### config.mk
export PLATFORM = sky130hd
export DESIGN_NAME = tdpt_dpath
export DESIGN_NICKNAME = d
export VERILOG_FILES = /design/src/rtl/tdpt_pkg.sv /design/src/rtl/tdpt_dpath.sv
export SDC_FILE = /design/constraint.sdc
export NUM_CORES = 1
export LEC_CHECK = 0
export BUFFER_PORTS_ARGS = -buffer_cell sky130_fd_sc_hd__clkbuf_2
export CAP_MARGIN = 20
export CORE_MARGIN = 2
export CORE_UTILIZATION = 65
export CTS_CLUSTER_SIZE = 8
export DETAILED_ROUTE_END_ITERATION = 10
export MAX_ROUTING_LAYER = met4
export PLACE_DENSITY = 0.86
export SLEW_MARGIN = 40
export SYNTH_ARGS = -nofsm -noshare
export SYNTH_HDL_FRONTEND = slang
export SYNTH_SLANG_ARGS = --single-unit
### constraint.sdc
create_clock -name clk -period 3.8 [get_ports clk]
set_clock_uncertainty 0.2 [all_clocks]
set_input_delay 0 -clock clk [delete_from_list [all_inputs] [get_ports clk]]
set_output_delay 0 -clock clk [all_outputs]
set_load 0.05 [all_outputs]
### src/rtl/tdpt_pkg.sv
package tdpt_pkg;

	localparam int unsigned FIELD_W   = 16;
	localparam int unsigned OUT_DATA_W = 40;
	localparam logic [FIELD_W-1:0] TALLY_MAX = 16'hFFFF;

	// controller to datapath
	typedef struct packed {
		logic load;       // take a new candidate, start at divisor two
		logic div_start;  // prime the remainder unit
		logic div_step;   // one restoring step
		logic next_div;   // advance divisor and its square
		logic found;      // exact division seen
		logic result_load;
	} cmd_t;

	// datapath to controller
	typedef struct packed {
		logic sq_gt_n;
		logic div_last;
		logic rem_zero;
		logic out_full;
	} sts_t;

endpackage

### src/rtl/tdpt_dpath.sv
module tdpt_dpath #(
	parameter int unsigned NUM_WIDTH = 16
) (
	input  logic                               clk,
	input  logic                               arst_n,
	input  logic [tdpt_pkg::FIELD_W-1:0]       candidate,
	input  tdpt_pkg::cmd_t                     cmd,
	output tdpt_pkg::sts_t                     sts,
	output logic                               out_valid,
	input  logic                               out_ready,
	output logic [tdpt_pkg::OUT_DATA_W-1:0]    out_data
);
	import tdpt_pkg::*;

	localparam int unsigned W    = NUM_WIDTH;
	localparam int unsigned SQW  = W + 2;
	localparam int unsigned CNTW = $clog2(W);
	localparam int unsigned EXW  = (W > FIELD_W) ? W : FIELD_W;

	logic [W-1:0]        n_q;
	logic [W-1:0]        d_q;
	logic [SQW-1:0]      sq_q;
	logic [W-1:0]        rem_q;
	logic [W-1:0]        nsh_q;
	logic [CNTW-1:0]     cnt_q;
	logic                found_q;
	logic [FIELD_W-1:0]  tally_q;
	logic                out_valid_q;
	logic                res_prime_q;
	logic [FIELD_W-1:0]  res_div_q;

	logic [EXW-1:0]      cand_ext;
	logic [EXW-1:0]      d_ext;
	logic [W:0]          trial;
	logic                trial_ge;
	logic                prime;
	logic [FIELD_W-1:0]  tally_next;

	assign cand_ext = EXW'(candidate);
	assign d_ext    = EXW'(d_q);

	// restoring remainder step
	assign trial    = {rem_q, nsh_q[W-1]};
	assign trial_ge = trial >= {1'b0, d_q};

	assign prime      = !found_q && (n_q >= W'(2));
	assign tally_next = (prime && tally_q != TALLY_MAX) ? tally_q + 1'b1 : tally_q;

	always_ff @(posedge clk) begin
		if (cmd.load) begin
			n_q  <= cand_ext[W-1:0];
			d_q  <= W'(2);
			sq_q <= SQW'(4);
		end else if (cmd.next_div) begin
			d_q  <= d_q + 1'b1;
			sq_q <= sq_q + {1'b0, d_q, 1'b0} + 1'b1;
		end
		if (cmd.div_start) begin
			rem_q <= '0;
			nsh_q <= n_q;
			cnt_q <= CNTW'(W - 1);
		end else if (cmd.div_step) begin
			rem_q <= trial_ge ? trial[W-1:0] - d_q : trial[W-1:0];
			nsh_q <= {nsh_q[W-2:0], 1'b0};
			cnt_q <= cnt_q - 1'b1;
		end
		if (cmd.result_load) begin
			res_prime_q <= prime;
			res_div_q   <= found_q ? d_ext[FIELD_W-1:0] : '0;
		end
	end

	always_ff @(posedge clk or negedge arst_n) begin
		if (!arst_n) begin
			found_q     <= 1'b0;
			tally_q     <= '0;
			out_valid_q <= 1'b0;
		end else begin
			if (cmd.load) begin
				found_q <= 1'b0;
			end else if (cmd.found) begin
				found_q <= 1'b1;
			end
			if (cmd.result_load) begin
				tally_q     <= tally_next;
				out_valid_q <= 1'b1;
			end else if (out_ready) begin
				out_valid_q <= 1'b0;
			end
		end
	end

	assign sts.sq_gt_n  = sq_q > SQW'(n_q);
	assign sts.div_last = (cnt_q == '0);
	assign sts.rem_zero = (rem_q == '0);
	assign sts.out_full = out_valid_q && !out_ready;

	assign out_valid = out_valid_q;
	assign out_data  = {7'd0, tally_q, res_div_q, res_prime_q};

endmodule
==> results of run 1 <==
routing by layer:
metal  vias up  routed length (um)  global-route usage, %
li1       2948                   -                      -
met1      2977                7480                   39.1
met2       280                9280                   55.2
met3        78                1150                   7.88
met4         0                1010                   19.4
met5         -                   0                      -
sequential cells by signal, summed over array words and instances, names as in the netlist:
signal and cells:
nsh_q 16, sq_q 18, tally_q 16, rem_q 16, n_q 16, d_ext 16, res_prime_q 1, res_div_q 16
found_q 1, out_valid 1, cnt_q 4
kinds of logic after synthesis:
| family | Yosys count | synth area share (%) |
|---|---|---|
| multiplexers | 25 | 3.74 |
| AO/OA/AOI/OAI | 160 | 16.3 |
| adder cells (fa/ha/maj) | 53 | 9.38 |
| XOR/XNOR | 43 | 5.21 |
| AND/OR/NAND/NOR | 263 | 18.9 |
| buffers and inverters | 83 | 4.86 |
| other | 1 | 0.0519 |
| flip-flops | 121 | 41.5 |
what timing repair did:
action / 4_1_cts / 5_1_grt
hold buffers: 44 / 1
endpoints found under the hold margin: 113 / 18
setup endpoints to repair: 0 / 0
setup buffers: 0 / 0
worst max-delay path by stage:
stage	slack [ps]	cells past startpoint	endpoint	startpoint
floorplan	1230	8	sts[3]	n_q[12]
global placement	1150	8	rem_q[4]	d_ext[11]
detailed placement	980	8	rem_q[2]	d_ext[11]
CTS	670	9	sts[3]	n_q[11]
global route	520	9	sts[3]	n_q[11]
finish	680	9	sts[3]	n_q[12]
stage by stage:
| step | area (sq um) | instances | total power, mW | hold WS (ps) | util (%) |
|---|---|---|---|---|---|
| CTS | 8620 | 1001 | 5.53 | 306 | 79.5 |
| detailed placement | 7590 | 925 | 3.91 | -237 | 70.0 |
| floorplan | 7250 | 755 | 3.47 | -496 | - |
| finish | 8620 | 1002 | 5.60 | 309 | 79.5 |
| global placement | 7590 | 925 | 3.83 | -250 | 70.0 |
| global route | 8620 | 1002 | 5.87 | 317 | 79.5 |
layout make-up:
cell class,count,area share (%)
clock buffers,23,5.79
clock inverters,9,1.02
inverters,48,2.09
multi-input cells,551,45.2
flip-flops and latches,121,34.8
well taps,140,2.03
repair buffers,110,9.03
worst register-to-register path: cells and delay by family (launching register included):
| kind | cells | cell delay [ps] |
|---|---|---|
| fa+ha+maj | 1 | 570 |
| buf+inv | 1 | 80 |
| flops | 1 | 480 |
| simple gates | 2 | 290 |
| compound gates | 4 | 1220 |
Yosys cell counts, types with 7 or more instances:
cell and number:
a21o_1 16, a21oi_1 32, and2_1 20, and4_1 8, buf_4 8, clkbuf_1 21, dfrtp_1 18, dfxtp_1 54
edfxtp_1 49, ha_1 51, inv_1 47, mux2_2 16, mux2i_1 9, nand2_1 53, nand2b_1 10, nand3_1 23
nand4_1 22, nor2_1 63, nor2b_1 7, nor3_1 16, nor4_1 9, o211ai_1 7, o21a_1 9, o21ai_0 26
or3_1 8, xnor2_1 35, xor2_1 8
where the power goes:
| group | leakage, nW | internal [mW] | switching, mW | total, mW |
|---|---|---|---|---|
| Clock | 0.277 | 0.980 | 0.606 | 1.59 |
| Combinational | 2.26 | 0.873 | 1.42 | 2.30 |
| Sequential | 1.17 | 1.52 | 0.190 | 1.71 |
==> impl_metrics.csv, run 1 <==
group,metric,value,unit
global_route,grt_max_degree,54,
synth,netlist.top_cell.by_area,"edfxtp_1",
worst_setup_path,r2r-end,"rem_q[12]",
cells_and_area,drive_above_1_share,15.7,%
global_route,grtUsageTotal,34.2,%
clock_tree,cts_tree,"built",
sta,finalHoldViolations,0,
power,power_density,649,mW/mm^2
worst_setup_path,r2r_slack,870,ps
sta,worstMarginPinSlew,777,ps
sta,tns,0,ps
drt,wl,18.9,mm
sta,timing.final.ws_setup,683,ps
worst_setup_path,timing.rr.start,"d_ext[11]",
worst_setup_path,critPathMostFrequentCell,"a21oi_1",
clock_tree,clk_latency,550,ps
clock_tree,clkTransAtPathRegs,60,ps
clock_tree,cts_root_buf,"clkbuf_8",
worst_setup_path,worstRegToRegCells,8,
clock_tree,cts_resized,0,
global_route,grt_pass1_vias,6384,
run_status,status,"complete, no violations",
sta,slew_viol_final,0,
hold_path,hp-class,"reg -> reg",
synth,synthCells,749,
cells_and_area,diodes,0,
clock_tree,htreeDepth,4,
power,ir_drop,577,uV
cells_and_area,mostFrequentLayoutCell,"nor2_1",
synth,synth.area.top_cells,"edfxtp_1 20%, dfxtp_1 15%, ha_1 8.8%",
cells_and_area,fill_cells,667,
synth,synth_edf_count,49,
die,dieArea,0.0120,sq mm
worst_setup_path,path_max_fanout,3,
worst_setup_path,arrival,2920,ps
power,leakage,3.70,nW
placed_design,dp_hpwl,12.5,mm
global_route,grt_pass1_wl,30.4,mm
synth,synth.top_cell.area_share,20.4,%
die,num_rows,38,
drt,via_per_inst,6.27,
worst_setup_path,start_kind,"register",
sta,rsz0062_at_grt,"no",
worst_setup_path,critPathMaxStageDelay,550,ps
drt,drc,0,
sta,setup_viol,0,
drt,post_drt_wl_per_cell,18.9,um
worst_setup_path,cp_data_required_time,3600,ps
cells_and_area,areaGrowthSynthToFinish,19.2,%
synth,synth_seq_area_share,41.5,%
synth,synthArstFlopShare,14.9,%
cells_and_area,multi_input_area,0.00390,sq mm
global_route,antenna_found_initial,0,
drt,ant_nets,0,
drt,drtPass1Iterations,6,
sta,min_period_over_period,82.0,%
clock_tree,clk_path_buf_depth,2,
drt,drt-initial-drc-count,629,
die,dieWidth,109,um
cells_and_area,nNetsFinal,927,
die,io_pins,70,
global_route,grt-ovfl-total,0,
hold_path,hp-start,"tally_q[15]",
placed_design,io_buffers,62,
drt,vias,6283,
synth,ys_ff_latch,121,
worst_setup_path,crit_path_top_delay_cell,"or4_1",
sta,finalCriticalPeriod,3120,ps
sta,relSlewSlack,48.2,%
cells_and_area,mostFrequentLayoutCells,"63 x nor2_1, 62 x clkbuf_2, 54 x dfxtp_1, 53 x nand2_1, 51 x ha_1",
synth,avgSynthCellArea,9.65,sq um
synth,synth_cell_types,79,
placed_design,place.gp.congestion,0.917,
die,die_h,109,um
hold_path,holdPathEnd,"tally_q[15]",
hold_path,worstHoldPathCells,1,
clock_tree,cts_sinks,121,
worst_setup_path,cp_top_family,"simple AND/OR/NAND/NOR gates",
cells_and_area,register_area,0.00300,sq mm
clock_tree,numCtsBuffers,17,
worst_setup_path,path_cells,"inv_1 > ha_1 > and3_1 > nand3_1 > or4_1 > a21oi_1 > o41ai_1 > a21oi_1 > clkbuf_2",
sta,max_freq,321,MHz
synth,synthesis.area,0.00723,sq mm
die,fp.coreArea,0.0108,sq mm
synth,ys.flop_type,"dfxtp_1",
synth,yosysWarnings,0,
worst_setup_path,crit_buf_inv,2,
die,start_util,66.7,%
worst_setup_path,critPathKind,"reg -> out",
flow_run,cap_violations,0,
worst_setup_path,cp-end-kind,"output port",
placed_design,place_ws,980,ps
Power figures use the tool's default switching activity.
==> inputs of run 2 (changes only) <==
--- a/config.mk
+++ b/config.mk
@@ -8,11 +8,11 @@
 export BUFFER_PORTS_ARGS = -buffer_cell sky130_fd_sc_hd__clkbuf_2
 export CAP_MARGIN = 20
 export CORE_MARGIN = 2
-export CORE_UTILIZATION = 65
+export CORE_UTILIZATION = 54
 export CTS_CLUSTER_SIZE = 8
 export DETAILED_ROUTE_END_ITERATION = 10
 export MAX_ROUTING_LAYER = met4
-export PLACE_DENSITY = 0.86
+export PLACE_DENSITY = 0.77
 export SLEW_MARGIN = 40
 export SYNTH_ARGS = -nofsm -noshare
 export SYNTH_HDL_FRONTEND = slang
==> constraint.sdc (replaced) <==
create_clock -name clk -period 2.5 [get_ports clk]
set_clock_uncertainty 0.2 [all_clocks]
set_input_delay 0 -clock clk [delete_from_list [all_inputs] [get_ports clk]]
set_output_delay 0 -clock clk [all_outputs]
set_load 0.05 [all_outputs]
==> impl_metrics.csv, run 2 (synthesized netlist as in run 1, its figures left out) <==
group,metric,value,unit
run_status,status,"complete, but fails checks",
run_status,violations,"negative setup slack",
cells_and_area,mostFrequentLayoutCells,"95 x buf_4, 62 x nor2_1, 61 x clkbuf_2, 53 x nand2_1, 49 x edfxtp_1",
drt,ant_nets,0,
worst_setup_path,crit_buf_inv,2,
power,leakage,4.19,nW
die,dieArea,0.0143,sq mm
drt,via_per_inst,5.96,
power,p_total,10.8,mW
worst_setup_path,path_cells,"inv_2 > ha_4 > and3_4 > nand3_4 > or4_4 > a21oi_4 > o41ai_2 > a21oi_2 > buf_8",
sta,slew_viol_final,0,
cells_and_area,top_register,"sq_q",
clock_tree,numCtsBuffers,17,
cells_and_area,nNetsFinal,1012,
sta,setup_viol,7,
drt,wl_met1,8.63,mm
drt,wl,21.7,mm
sta,timing.final.ws_setup,-213,ps
clock_tree,cts_sinks,121,
cells_and_area,final_cell_count_no_fill,1123,
worst_setup_path,path_max_fanout,2,
power,power_density,1100,mW/mm^2
global_route,grt_pass1_wl,32.1,mm
clock_tree,htreeDepth,4,
placed_design,place_inst,1022,
worst_setup_path,arrival,2510,ps
global_route,grt_max_degree,38,
clock_tree,clk_path_buf_depth,2,
global_route,antenna_found_initial,0,
cells_and_area,design_area,0.00977,sq mm
drt,post_drt_wl_per_cell,19.3,um
flow_run,cap_violations,0,
drt,highest_layer,"met4",
drt,drt-initial-drc-count,642,
drt,vias,6691,
drt,drc,0,
clock_tree,clkTransAtPathRegs,60,ps
drt,drtPass1Iterations,5,
cells_and_area,mostFrequentLayoutCell,"buf_4",
drt,wl_met2,10.9,mm
die,num_rows,42,
die,fp.coreArea,0.0131,sq mm
worst_setup_path,critPathMaxStageDelay,450,ps
worst_setup_path,cp_top_family,"simple AND/OR/NAND/NOR gates",
placed_design,place.gp.congestion,0.941,
sta,worstMarginPinSlew,640,ps
placed_design,placed_area,0.00810,sq mm
worst_setup_path,cp-end-kind,"output port",
placed_design,io_buffers,62,
global_route,grt_pass1_vias,6376,
global_route,grtUsageTotal,29.6,%
die,start_util,55.0,%
sta,finalCriticalPeriod,2710,ps
hold_path,hp-class,"in -> reg",
clock_tree,cts_tree,"built",
sta,max_freq,369,MHz
clock_tree,cts_root_buf,"clkbuf_16",
worst_setup_path,critPathKind,"reg -> out",
die,die_h,120,um
power,ir_drop,693,uV
die,dieWidth,120,um
sta,min_period_over_period,109,%
worst_setup_path,start_kind,"register",
clock_tree,clk_latency,420,ps
cells_and_area,diodes,0,
global_route,grt-ovfl-total,0,
worst_setup_path,cp_data_required_time,2300,ps
placed_design,dp_hpwl,13.9,mm
worst_setup_path,crit_path_top_delay_cell,"or4_4",
sta,relSlewSlack,57.3,%
cells_and_area,areaGrowthSynthToFinish,35.2,%
sta,finalHoldViolations,0,
die,io_pins,70,
drt,wl_met3,1.15,mm
cells_and_area,drive_above_1_share,32.0,%
cells_and_area,largest_reg_flops,18,
sta,rsz0062_at_grt,"yes",
==> run 2: metrics by stage <==
stage | setup TNS (ps) | util (%) | hold WS, ps | setup slack [ps]
final | -524 | 74.4 | 23.5 | -213
after global placement | -159 | 61.6 | -253 | -70.2
after CTS | -166 | 70.5 | 13.3 | -165
after global routing | -1070 | 74.4 | 59.4 | -270
after detailed placement | -1250 | 61.6 | -237 | -121
after floorplan | 0 | - | -496 | 32.4
==> run 2: layout make-up <==
class	count	area (sq um)
multi-input cells	553	4370
fillers	903	3370
inverters	48	188
clock buffers	18	429
flip-flops and latches	121	3020
repair buffers	193	1400
well taps	176	220
clock inverters	14	148
==> run 2: per-layer routing <==
metal  GRT usage, %  vias to the layer above
met1           33.7                     3204
met3           6.65                       79
met4           13.5                        0
met2           49.9                      288
li1               -                     3120
met5              -                        -
==> run 2: power breakdown <==
| group | internal (mW) | total [mW] | switching [mW] |
|---|---|---|---|
| Clock | 1.47 | 2.44 | 0.966 |
| Combinational | 2.59 | 5.73 | 3.14 |
| Sequential | 2.32 | 2.59 | 0.275 |
==> run 2: path summary, 6_finish.rpt <==
kind,start,to,slack [ps],cells past startpoint
worst max-delay path,n_q[12],sts[3],-210,9
worst min-delay path,cmd[3],rem_q[3],20,3
worst max register to register,nsh_q[15],rem_q[8],-150,10
worst min register to register,tally_q[6],tally_q[6],290,1
max in group asynchronous,arst_n,tally_q[15],1330,4
min in group asynchronous,arst_n,out_valid,480,4
==> run 2: worst register-to-register path: stages, from the launching register on <==
cell and delay [ps]:
edfxtp_1 390, inv_1 80, ha_2 190, inv_1 60, fa_2 360, a21oi_2 220
o22ai_2 140, o211a_1 290, or3_1 350, o211ai_1 100, a311oi_2 110
==> run 2: timing repair <==
item,CTS,global route
endpoints found under the setup margin,18,23
setup buffers,17,23
gates cloned,2,0
gates resized for setup,32,72
hold buffers,27,1
pin swaps,17,28
hold endpoints to repair,120,18
